## config.mk

```make
export PLATFORM = sky130hd
export DESIGN_NAME = laser_pulse_per_distance_gate_top
export DESIGN_NICKNAME = d
export VERILOG_FILES = /design/src/sv/lpg_pkg.sv /design/src/sv/lpg_mul.sv /design/src/sv/laser_pulse_per_distance_gate_top.sv
export SDC_FILE = /design/constraint.sdc
export NUM_CORES = 2
export LEC_CHECK = 0
export ABC_CLOCK_PERIOD_IN_PS = 13300
export BUFFER_PORTS_ARGS = -buffer_cell sky130_fd_sc_hd__buf_2
export CORE_MARGIN = 2
export CORE_UTILIZATION = 30
export CTS_CLUSTER_DIAMETER = 100
export CTS_CLUSTER_SIZE = 8
export DETAILED_ROUTE_END_ITERATION = 6
export PLACE_DENSITY = 0.55
export SLEW_MARGIN = 20
export SYNTH_ARGS = -nofsm -noshare
export SYNTH_HDL_FRONTEND = slang
export SYNTH_SLANG_ARGS = --single-unit
```

## constraint.sdc

```tcl
create_clock -name clock -period 13.3 [get_ports clock]
set_clock_uncertainty 0.15 [all_clocks]
set_input_delay 2.66 -clock clock [delete_from_list [all_inputs] [get_ports clock]]
set_output_delay 2.66 -clock clock [all_outputs]
set_load 0.01 [all_outputs]
```

## src/sv/lpg_pkg.sv

```systemverilog
`default_nettype none
// ----------------------------------------------------------------------------
// lpg_pkg
// Shared widths, register indexes, reset values and helpers for the laser
// pulse-per-distance gate.
// ----------------------------------------------------------------------------
package lpg_pkg;

   // item fields
   localparam int DELTA_W   = 24;
   localparam int REQ_DATA_W = 2 * DELTA_W;
   localparam int RSP_DATA_W = 8;

   // configuration registers
   localparam int PPS_W      = 20;
   localparam int PLEN_W     = 16;
   localparam int THR_W      = 32;
   localparam int CSR_IDX_W  = 2;
   localparam int CSR_DATA_W = 32;

   localparam logic [CSR_IDX_W-1:0] CSR_PULSES_PER_STEP    = 2'd0;
   localparam logic [CSR_IDX_W-1:0] CSR_PULSE_LENGTH_TICKS = 2'd1;
   localparam logic [CSR_IDX_W-1:0] CSR_STOP_THRESHOLD_SQ  = 2'd2;

   localparam logic [PPS_W-1:0]  PPS_RESET  = 20'd0;
   localparam logic [PLEN_W-1:0] PLEN_RESET = 16'd11;
   localparam logic [THR_W-1:0]  THR_RESET  = 32'd1;

   // counters
   localparam int ON_W    = 17;
   localparam int SINCE_W = 31;
   localparam logic [ON_W-1:0]    ON_MAX    = {ON_W{1'b1}};
   localparam logic [SINCE_W-1:0] SINCE_MAX = {SINCE_W{1'b1}};

   // arithmetic widths
   localparam int D2_W   = 2 * DELTA_W;         // dx^2 + dy^2
   localparam int EP_W   = SINCE_W + PPS_W;     // elapsed * pulses_per_step
   localparam int ASQ_W  = 25;                  // a below 2^25 gets squared
   localparam int A2_W   = 2 * ASQ_W;
   localparam int FIN_W  = D2_W + A2_W;
   localparam int FIRE_SHIFT = 48;
   localparam logic [FIN_W-1:0] FIRE_LIMIT = FIN_W'(1) << FIRE_SHIFT;

   typedef enum logic [4:0] {
      ST_IDLE = 5'b00001,
      ST_SQ   = 5'b00010,
      ST_ASQ  = 5'b00100,
      ST_FIN  = 5'b01000,
      ST_OUT  = 5'b10000
   } state_type;

   // magnitude of a two's complement delta; the most negative value maps to 2^23
   function automatic logic [DELTA_W-1:0] mag_delta(input logic [DELTA_W-1:0] v);
      logic [DELTA_W-1:0] neg;
      neg = ~v + DELTA_W'(1);
      return v[DELTA_W-1] ? neg : v;
   endfunction

endpackage
`default_nettype wire

```

## src/sv/lpg_mul.sv

```systemverilog
`default_nettype none
// ----------------------------------------------------------------------------
// lpg_mul
// Sequential radix-4 shift-add multiplier: two multiplier bits per cycle, the
// low product bits shift out into the multiplier register.
// ----------------------------------------------------------------------------
module lpg_mul #(
   parameter int MCAND_W = 24,
   parameter int MPLR_W  = 24
) (
   input  wire logic                       clock,
   input  wire logic                       reset,
   input  wire logic                       start,
   input  wire logic [MCAND_W-1:0]         mcand,
   input  wire logic [MPLR_W-1:0]          mplr,
   output logic                            busy,
   output logic [MCAND_W+MPLR_W-1:0]       product
);
   localparam int DIGITS = (MPLR_W + 1) / 2;
   localparam int LO_W   = 2 * DIGITS;
   localparam int HI_W   = MCAND_W + 2;
   localparam int CNT_W  = $clog2(DIGITS + 1);

   logic [MCAND_W-1:0] mcand_ff, mcand_in;
   logic [HI_W-1:0]    hi_ff, hi_in;
   logic [LO_W-1:0]    lo_ff, lo_in;
   logic [CNT_W-1:0]   count_ff, count_in;
   logic               busy_ff, busy_in;

   logic [HI_W-1:0]    pp;
   logic [HI_W-1:0]    sum;
   logic [MCAND_W+LO_W-1:0] full;

   // hi stays at or below mcand, so hi + 3*mcand fits in HI_W bits
   assign pp  = ({2'b00, mcand_ff} & {HI_W{lo_ff[0]}})
              + ({1'b0, mcand_ff, 1'b0} & {HI_W{lo_ff[1]}});
   assign sum = hi_ff + pp;

   always_comb begin
      mcand_in = mcand_ff;
      hi_in    = hi_ff;
      lo_in    = lo_ff;
      count_in = count_ff;
      busy_in  = busy_ff;
      if (start) begin
         mcand_in = mcand;
         hi_in    = '0;
         lo_in    = LO_W'(mplr);
         count_in = CNT_W'(DIGITS);
         busy_in  = 1'b1;
      end else if (busy_ff) begin
         hi_in    = sum >> 2;
         lo_in    = {sum[1:0], lo_ff[LO_W-1:2]};
         count_in = count_ff - CNT_W'(1);
         if (count_ff == CNT_W'(1)) begin
            busy_in = 1'b0;
         end
      end
   end

   always_ff @(posedge clock) begin
      if (reset) begin
         busy_ff  <= 1'b0;
         count_ff <= '0;
      end else begin
         busy_ff  <= busy_in;
         count_ff <= count_in;
      end
   end

   always_ff @(posedge clock) begin
      mcand_ff <= mcand_in;
      hi_ff    <= hi_in;
      lo_ff    <= lo_in;
   end

   assign full    = {hi_ff[MCAND_W-1:0], lo_ff};
   assign product = full[MCAND_W+MPLR_W-1:0];
   assign busy    = busy_ff;

endmodule
`default_nettype wire

```

## src/sv/laser_pulse_per_distance_gate_top.sv

```systemverilog
`default_nettype none
// Timing: an accepted req item passes the two-bit-per-step multiplier chain:
//   the squares and E*P, then (E*P)^2, then the final product, then rsp_tvalid.
// Flow: one item at a time, no new item is taken until the last one commits;
//   req_tready is high while idle, also while a result waits in the output register.
// Reset (synchronous, active high): laser off, counters zero, registers to
//   their reset values.
// ----------------------------------------------------------------------------
// laser_pulse_per_distance_gate_top
// Per servo tick laser gate: follows the arm input, or fires pulses spaced by
// travelled distance using an exact squared comparison.
// ----------------------------------------------------------------------------
module laser_pulse_per_distance_gate_top (
   input  wire logic                              clock,
   input  wire logic                              reset,
   // req_tdata: delta_x [23:0], delta_y [47:24]
   input  wire logic [lpg_pkg::REQ_DATA_W-1:0]    req_tdata,
   // req_tuser: armed [0]
   input  wire logic                              req_tuser,
   input  wire logic                              req_tvalid,
   output logic                                   req_tready,
   // rsp_tdata: laser_on [0], zero [7:1]
   output logic [lpg_pkg::RSP_DATA_W-1:0]         rsp_tdata,
   output logic                                   rsp_tvalid,
   input  wire logic                              rsp_tready,
   input  wire logic                              csr_we,
   input  wire logic [lpg_pkg::CSR_IDX_W-1:0]     csr_index,
   input  wire logic [lpg_pkg::CSR_DATA_W-1:0]    csr_wdata
);
   import lpg_pkg::*;

   state_type state_ff, state_in;

   logic [PPS_W-1:0]   pps_ff;
   logic [PLEN_W-1:0]  plen_ff;
   logic [THR_W-1:0]   thr_ff;

   logic               level_ff, level_in;
   logic [ON_W-1:0]    on_ff, on_in;
   logic [SINCE_W-1:0] since_ff, since_in;

   logic               armed_ff;
   logic [D2_W-1:0]    d2_ff;
   logic               a_big_ff;
   logic               rsp_valid_ff, rsp_valid_in;
   logic               rsp_laser_ff;

   logic               req_acc;
   logic [DELTA_W-1:0] mag_x, mag_y;
   logic [SINCE_W-1:0] since_inc;
   logic [ON_W-1:0]    on_inc;

   logic               sqx_busy, sqy_busy, ep_busy, asq_busy, fin_busy;
   logic [D2_W-1:0]    sqx_prod, sqy_prod;
   logic [EP_W-1:0]    ep_prod;
   logic [A2_W-1:0]    asq_prod;
   logic [FIN_W-1:0]   fin_prod;
   logic               asq_start, fin_start, commit;
   logic               stopped, fire;

   assign req_tready = (state_ff == ST_IDLE);
   assign req_acc    = req_tvalid && req_tready;

   assign mag_x = mag_delta(req_tdata[DELTA_W-1:0]);
   assign mag_y = mag_delta(req_tdata[REQ_DATA_W-1:DELTA_W]);

   // counters advance from the state left by the previous item
   assign since_inc = (since_ff == SINCE_MAX) ? since_ff : since_ff + SINCE_W'(1);
   assign on_inc    = (level_ff && on_ff != ON_MAX) ? on_ff + ON_W'(1) : on_ff;

   lpg_mul #(.MCAND_W(DELTA_W), .MPLR_W(DELTA_W)) u_sqx (
      .clock(clock), .reset(reset), .start(req_acc),
      .mcand(mag_x), .mplr(mag_x), .busy(sqx_busy), .product(sqx_prod)
   );

   lpg_mul #(.MCAND_W(DELTA_W), .MPLR_W(DELTA_W)) u_sqy (
      .clock(clock), .reset(reset), .start(req_acc),
      .mcand(mag_y), .mplr(mag_y), .busy(sqy_busy), .product(sqy_prod)
   );

   lpg_mul #(.MCAND_W(SINCE_W), .MPLR_W(PPS_W)) u_ep (
      .clock(clock), .reset(reset), .start(req_acc),
      .mcand(since_inc), .mplr(pps_ff), .busy(ep_busy), .product(ep_prod)
   );

   assign asq_start = (state_ff == ST_SQ) && !sqx_busy && !sqy_busy && !ep_busy;

   lpg_mul #(.MCAND_W(ASQ_W), .MPLR_W(ASQ_W)) u_asq (
      .clock(clock), .reset(reset), .start(asq_start),
      .mcand(ep_prod[ASQ_W-1:0]), .mplr(ep_prod[ASQ_W-1:0]),
      .busy(asq_busy), .product(asq_prod)
   );

   assign fin_start = (state_ff == ST_ASQ) && !asq_busy;

   lpg_mul #(.MCAND_W(D2_W), .MPLR_W(A2_W)) u_fin (
      .clock(clock), .reset(reset), .start(fin_start),
      .mcand(d2_ff), .mplr(asq_prod), .busy(fin_busy), .product(fin_prod)
   );

   assign commit = (state_ff == ST_OUT) && (!rsp_valid_ff || rsp_tready);

   // E*P >= 2^25 squares past 2^48, so any nonzero distance fires
   assign stopped = d2_ff < D2_W'(thr_ff);
   assign fire    = a_big_ff ? (d2_ff != '0) : (fin_prod > FIRE_LIMIT);

   always_comb begin
      state_in = state_ff;
      case (state_ff)
         ST_IDLE: if (req_acc) state_in = ST_SQ;
         ST_SQ:   if (asq_start) state_in = ST_ASQ;
         ST_ASQ:  if (fin_start) state_in = ST_FIN;
         ST_FIN:  if (!fin_busy) state_in = ST_OUT;
         ST_OUT:  if (commit) state_in = ST_IDLE;
         default: state_in = ST_IDLE;
      endcase
   end

   always_comb begin
      level_in = level_ff;
      on_in    = on_ff;
      since_in = since_ff;
      if (commit) begin
         if (pps_ff == '0) begin
            level_in = armed_ff;
         end else if (!armed_ff) begin
            level_in = 1'b0;
         end else if (stopped) begin
            level_in = 1'b0;
            on_in    = '0;
            since_in = '0;
         end else if (level_ff) begin
            since_in = since_inc;
            if (on_inc > ON_W'(plen_ff)) begin
               level_in = 1'b0;
               on_in    = '0;
            end else begin
               on_in = on_inc;
            end
         end else if (fire) begin
            level_in = 1'b1;
            on_in    = '0;
            since_in = '0;
         end else begin
            on_in    = on_inc;
            since_in = since_inc;
         end
      end
   end

   always_comb begin
      rsp_valid_in = rsp_valid_ff;
      if (commit) begin
         rsp_valid_in = 1'b1;
      end else if (rsp_tready) begin
         rsp_valid_in = 1'b0;
      end
   end

   always_ff @(posedge clock) begin
      if (reset) begin
         state_ff     <= ST_IDLE;
         level_ff     <= 1'b0;
         on_ff        <= '0;
         since_ff     <= '0;
         rsp_valid_ff <= 1'b0;
      end else begin
         state_ff     <= state_in;
         level_ff     <= level_in;
         on_ff        <= on_in;
         since_ff     <= since_in;
         rsp_valid_ff <= rsp_valid_in;
      end
   end

   always_ff @(posedge clock) begin
      if (reset) begin
         pps_ff  <= PPS_RESET;
         plen_ff <= PLEN_RESET;
         thr_ff  <= THR_RESET;
      end else if (csr_we) begin
         case (csr_index)
            CSR_PULSES_PER_STEP:    pps_ff  <= csr_wdata[PPS_W-1:0];
            CSR_PULSE_LENGTH_TICKS: plen_ff <= csr_wdata[PLEN_W-1:0];
            CSR_STOP_THRESHOLD_SQ:  thr_ff  <= csr_wdata[THR_W-1:0];
            default: ;
         endcase
      end
   end

   always_ff @(posedge clock) begin
      if (req_acc) begin
         armed_ff <= req_tuser;
      end
      if (asq_start) begin
         d2_ff    <= sqx_prod + sqy_prod;
         a_big_ff <= (ep_prod[EP_W-1:ASQ_W] != '0);
      end
      if (commit) begin
         rsp_laser_ff <= level_in;
      end
   end

   assign rsp_tvalid = rsp_valid_ff;
   assign rsp_tdata  = {{(RSP_DATA_W-1){1'b0}}, rsp_laser_ff};

endmodule
`default_nettype wire
```

# --- Word-level counts from Yosys, hierarchy flattened ---
# Index checks and enable logic that the tools add are counted.
totals:
  regBits: 648
  inputBits: 88
  wordCells: 191
op_classes:
  addsub: 20
  n_lt_le_gt_ge: 3
  eq_ne: 19
  mux: 62
  bitwise: 13
  reduce_logical: 31
op_table:
  columns: ["operator", "count"]
  rows:
  - ["$mux 24", 6]
  - ["$mux 31", 4]
  - ["$mux 50", 2]
  - ["$gt 98x49->1 const B", 1]
  - ["$mux 17", 5]
  - ["$add 24x26->26", 2]
  - ["$add 26x26->26", 2]
  - ["$and 24x26->26", 2]
  - ["$and 25x26->26", 2]
  - ["$add 48x50->50", 1]
  - ["$add 50x50->50", 1]
  - ["$and 48x50->50", 1]
  - ["$and 49x50->50", 1]
  - ["$mux 25", 2]
  - ["$add 24x1->24 const B", 2]
  - ["$add 48x48->48", 1]
  - ["$lt 48x32->1", 1]
  - ["$not 24->24", 2]
  - ["$reduce_bool 48->1", 1]
  - ["$mux 20", 2]
  - ["$mux 5", 7]
  - ["$add 31x33->33", 1]
  - ["$add 33x33->33", 1]
  - ["$and 31x33->33", 1]
  - ["37 further kinds", 97]

# --- Longest topological paths before layout ---
depth:
  ltp_word: 10
  mapped_depth: 27

# --- By module ---
# A second synthesis with hierarchy kept.
unflattened:
  hier_cells: 4313
  area_unflattened_um2: 42649.7
modules_own_cells:
  columns: ["module", "n_inst", "cells_each", "area_per_inst_um2", "seq_area_each_um2"]
  rows:
  - ["laser_pulse_per_distance_gate_top", 1, 1489, 12177.9, 3993.8]
  - ["lpg_mul (u_fin)", 1, 868, 9566.7, 4023.9]
  - ["lpg_mul (u_ep)", 1, 595, 6060.8, 2252.2]
  - ["lpg_mul (u_asq)", 1, 473, 5156.2, 2122.0]
  - ["lpg_mul (u_sqx)", 1, 448, 4868.4, 2021.9]
  - ["lpg_mul (u_sqy)", 1, 440, 4819.6, 2021.9]

# --- Worst setup path after synthesis ---
# Ideal clock, no wire load.
synth_timing:
  path_type: "input-to-reg"
  startpoint: "in req_tvalid"
  endpoint: "reg armed_ff, enable pin"
  setup_ns: 0.475
  arrival_time_ns: 5.499
  required_time_ns: 12.675
  slack_ns: 7.176
  stages: 4
  cell_sequence: "nand2_1 -> inv_2 -> clkbuf_1 -> buf_1"
synth_via:
  elab_chain_len: 1
synth_lines:
  columns: ["element", "line", "source"]
  rows:
  - ["start: declaration", "laser_pulse_per_distance_gate_top.sv:20", "input wire logic req_tvalid,"]
  - ["$logic_and 1x1->1", "laser_pulse_per_distance_gate_top.sv:62", "assign req_acc = req_tvalid && req_tready;"]
  - ["named net req_acc", "laser_pulse_per_distance_gate_top.sv:48", "logic req_acc;"]
  - ["end signal: assignment", "laser_pulse_per_distance_gate_top.sv:193", "armed_ff <= req_tuser;"]
  - ["end: declaration", "laser_pulse_per_distance_gate_top.sv:42", "logic armed_ff;"]
# The timed path passes the listed nets, and every way through them passes these cells.
# A chain may end at the register's enable or synchronous reset.

# --- Final worst setup path ---
layout_timing:
  startpoint: "reg on_ff[4]"
  endpoint: "reg on_ff[3]"
layout_via:
  elab_chain_len: 7
layout_lines:
  columns: ["element", "line", "source"]
  rows:
  - ["start: declaration", "laser_pulse_per_distance_gate_top.sv:39", "logic [ON_W-1:0] on_ff, on_in;"]
  - ["start signal: assignment", "laser_pulse_per_distance_gate_top.sv:170", "on_ff <= on_in;"]
  - ["parallel branches: the longest is 2 deep, another holds $add 17x1->17", null, null]
  - ["$mux 17 (*)", "laser_pulse_per_distance_gate_top.sv:69", "assign on_inc = (level_ff && on_ff != ON_MAX) ? on_ff + ON_W'(1) : on_ff;"]
  - ["$gt 17x16->1", "laser_pulse_per_distance_gate_top.sv:134", "if (on_inc > ON_W'(plen_ff)) begin"]
  - ["$mux 17", "laser_pulse_per_distance_gate_top.sv:134", null]
  - ["$mux 17 (*)", "laser_pulse_per_distance_gate_top.sv:132", "end else if (level_ff) begin"]
  - ["$mux 17 (*)", "laser_pulse_per_distance_gate_top.sv:128", "end else if (stopped) begin"]
# Every way passes the cells marked *.

==> run summary <==
Asr flop ratio synth: 0%
Routed Wire Length: 115 mm
Reg-to-reg endpoint: on_ff[3]$_SDFFE_PP0P_
Clk_lat worst skew: 0.70 ns
Seq/Total Area, Yosys: 38.9%
Hpwl dp: 85.2 mm
Synthesized cell area: 42300 µm²
I/O pin count: 98
Most frequent cells in the layout: nand2_1 (944), inv_1 (563), edfxtp_1 (346)
Status: completed
R2R Setup Slk: 7.86 ns
Global-route wire length before repair: 181 mm
Setup violators final: 0
Grt ovf: 0
CTS Sinks: 648
Ant diodes: 0
Drt drc: 0
Final Hold Violating Endpoints: 0
Commonest non-fill, non-tap cell in the layout: nand2_1
Synth Instances: 4782
Initial antenna violation count: 1
Die X: 379 µm
Clk root buf: clkbuf_16
Worst VDD drop: 0.000120 V
Proportion of layout cells with a drive suffix above 1: 5.96%
Top FF cell, synth: edfxtp_1
Total number of vias: 32600
CORE AREA: 140000 µm²
Layout fillers: 14600
R2R cell count: 23
Post-layout util: 33.9%
Minimum clock period: 5.44 ns
Via density: 4.82
Crit path capture type: register
Achievable frequency: 184 MHz
Synth Warn #: 0
CTS Buf Count: 91
Distinct cell type count after synthesis: 101
Hold Slack: 0.274 ns
Hold Path Class: register to register
Power per cell area: 165 nW/µm²
CTS max path bufs: 3
Worst Path Arrival: 5.88 ns
Worst-Margin Slew: 1.04 ns
Setup TNS Final: 0 ns
Final #Nets: 5318
Port Buffers: 90
Post-CTS Hold Fix Bufs: 0
Critical Path RT: 13.73 ns
Crit Path Max Fanout: 19
Hold Path Sink: u_fin.mcand_ff[43]$_DFFE_PP_
Final instance area: 47300 µm²
Synth Register Bits: 648
Area of the multi-input gates: 23000 µm²
Initial core utilization: 30.3%
Clock slew at reported path FFs: 0.05 ns
Crit path kind: register to register
Post-CTS setup repair buffer count: 0
Vias in the first global route: 31800
Reg-to-reg startpoint: on_ff[4]$_SDFFE_PP0P_
Drt initial violations: 2350
Critical path launch point type: register
Static leakage: 20.4 nW
Die height: 379 µm
Hold_sp: d2_ff[43]$_DFFE_PP_
Site row count: 137
Largest net degree at the start of global routing: 94
DR WL/cell: 17.0 µm
Tot GR Track Use: 15.9%
Sequential Area: 16400 µm²
Detail Route Antenna Nets: 0
Max cap viols: 0
Final GP Congestion: 0.874
Post-CTS Resized: 0
Final period utilization: 40.9%
Pins Over Slew Limit: 0
Avg Inst Size Synth: 8.84 µm²
Hold Path Cell Cnt: 0
Placed Area: 44600 µm²
CTS tree: done
Area growth syn-to-layout: 12.0%
RSZ-0062 raised after global routing: no
Drt first pass iters: 5
Post-synth EDFFs: 346
H-tree Lvls: 3
Slew headroom: 31.0%
Die area: 144000 µm²
## cells by family after synthesis
kind of cell               synth area share (%)
other                                   0.00887
DFF                                        38.9
adders and majority gates                  15.1
buffers and inverters                      6.91
and+or+nand+nor                            17.9
muxes                                      2.39
AOI/OAI and AO/OA                          13.4
xor gates and xnor gates                   5.41
## worst max-delay path by stage
| stage | start | end | slack, ns |
|---|---|---|---|
| floorplan | req_tvalid | armed_ff$_DFFE_PP_ | 7.18 |
| global placement | rsp_tready | on_ff[3]$_SDFFE_PP0P_ | 7.55 |
| detailed placement | rsp_tready | on_ff[3]$_SDFFE_PP0P_ | 7.52 |
| CTS | on_ff[4]$_SDFFE_PP0P_ | on_ff[3]$_SDFFE_PP0P_ | 7.82 |
| global route | on_ff[4]$_SDFFE_PP0P_ | on_ff[3]$_SDFFE_PP0P_ | 7.22 |
| finish | on_ff[4]$_SDFFE_PP0P_ | on_ff[3]$_SDFFE_PP0P_ | 7.86 |
## cells in the mapped netlist (11+ instances only)
cell | number | area (µm²)
xnor2_1 | 182 | 1590
and4_1 | 19 | 166
o21ai_0 | 123 | 616
nor3b_1 | 11 | 82.6
o211ai_1 | 22 | 165
nand4_1 | 38 | 238
nor3_1 | 63 | 315
clkbuf_1 | 135 | 507
or3_1 | 19 | 119
o22ai_1 | 14 | 87.6
nand3_1 | 71 | 355
o21ai_1 | 36 | 180
o31ai_1 | 19 | 143
mux2i_1 | 92 | 921
o21bai_1 | 25 | 188
buf_1 | 28 | 105
and2_1 | 20 | 125
buf_4 | 11 | 82.6
buf_2 | 15 | 75.1
ha_1 | 266 | 3330
nor2_1 | 339 | 1270
edfxtp_1 | 346 | 10400
dfxtp_1 | 302 | 6050
nor4_1 | 53 | 332
inv_1 | 567 | 2130
nand2b_1 | 26 | 163
a31oi_1 | 20 | 125
a21o_1 | 111 | 833
and3_1 | 32 | 200
nand2_1 | 946 | 3550
a211oi_1 | 32 | 240
fa_1 | 153 | 3060
a21oi_1 | 286 | 1430
o21a_1 | 36 | 270
a22oi_1 | 29 | 218
nor2b_1 | 26 | 163
xor2_1 | 79 | 692
## state kept, by name (all words and copies together), names as in the netlist, 26 cells and up
signal,cells
since_ff,31
thr_ff,32
u_fin.hi_ff,48
u_ep.mcand_ff,31
u_fin.mcand_ff,48
u_asq.lo_ff,26
d2_ff,48
u_fin.lo_ff,50
u_ep.hi_ff,31
## routing by layer
metal	wire length [µm]	global-route usage (%)
met1	55300	22.3
met2	52000	25.7
met3	4880	1.85
met4	2430	4.37
met5	12	0
## per-stage QoR
stage | power [mW] | std cells | setup WS (ns)
floorplan | 4.84 | 4788 | 7.18
global route | 8.39 | 6759 | 7.22
CTS | 7.89 | 6759 | 7.82
global placement | 5.53 | 6594 | 7.55
detailed placement | 5.56 | 6594 | 7.52
finish | 7.82 | 6759 | 7.86
## layout make-up
| class | count | share of cell area [%] |
|---|---|---|
| multi-input cells | 3378 | 48.5 |
| clock buffers | 157 | 5.38 |
| inverters | 572 | 4.56 |
| well taps | 1876 | 4.96 |
| repair buffers | 120 | 1.43 |
| clock inverters | 8 | 0.449 |
| flip-flops and latches | 648 | 34.7 |
## report_power, final
part           switching [mW]  internal [mW]  total [mW]  leakage (nW)
logic                    1.69           1.17        2.85          13.4
clock network           0.939           1.34        2.28          1.30
registers               0.262           2.42        2.68          5.71
## worst max-delay path, stage by stage (launching register included)
cell and delay, ns:
dfxtp_1 0.37, and4_1 0.19, and3_1 0.21, and4_1 0.24, nand3_1 0.09, nor3_1 0.06, ha_1 0.17, nor2b_1 0.41
inv_1 0.15, nor2_1 0.22, and2_0 0.35, nand3_1 0.14, xnor2_1 0.18, ha_1 0.20, a21o_1 0.17, a21o_1 0.17
a21o_1 0.17, a21o_1 0.17, a21o_1 0.17, a221oi_1 0.36, nor2_1 0.13, a21oi_4 0.46, o21ai_1 0.14, a311oi_1 0.26
(Power assumes the default switching activity.)
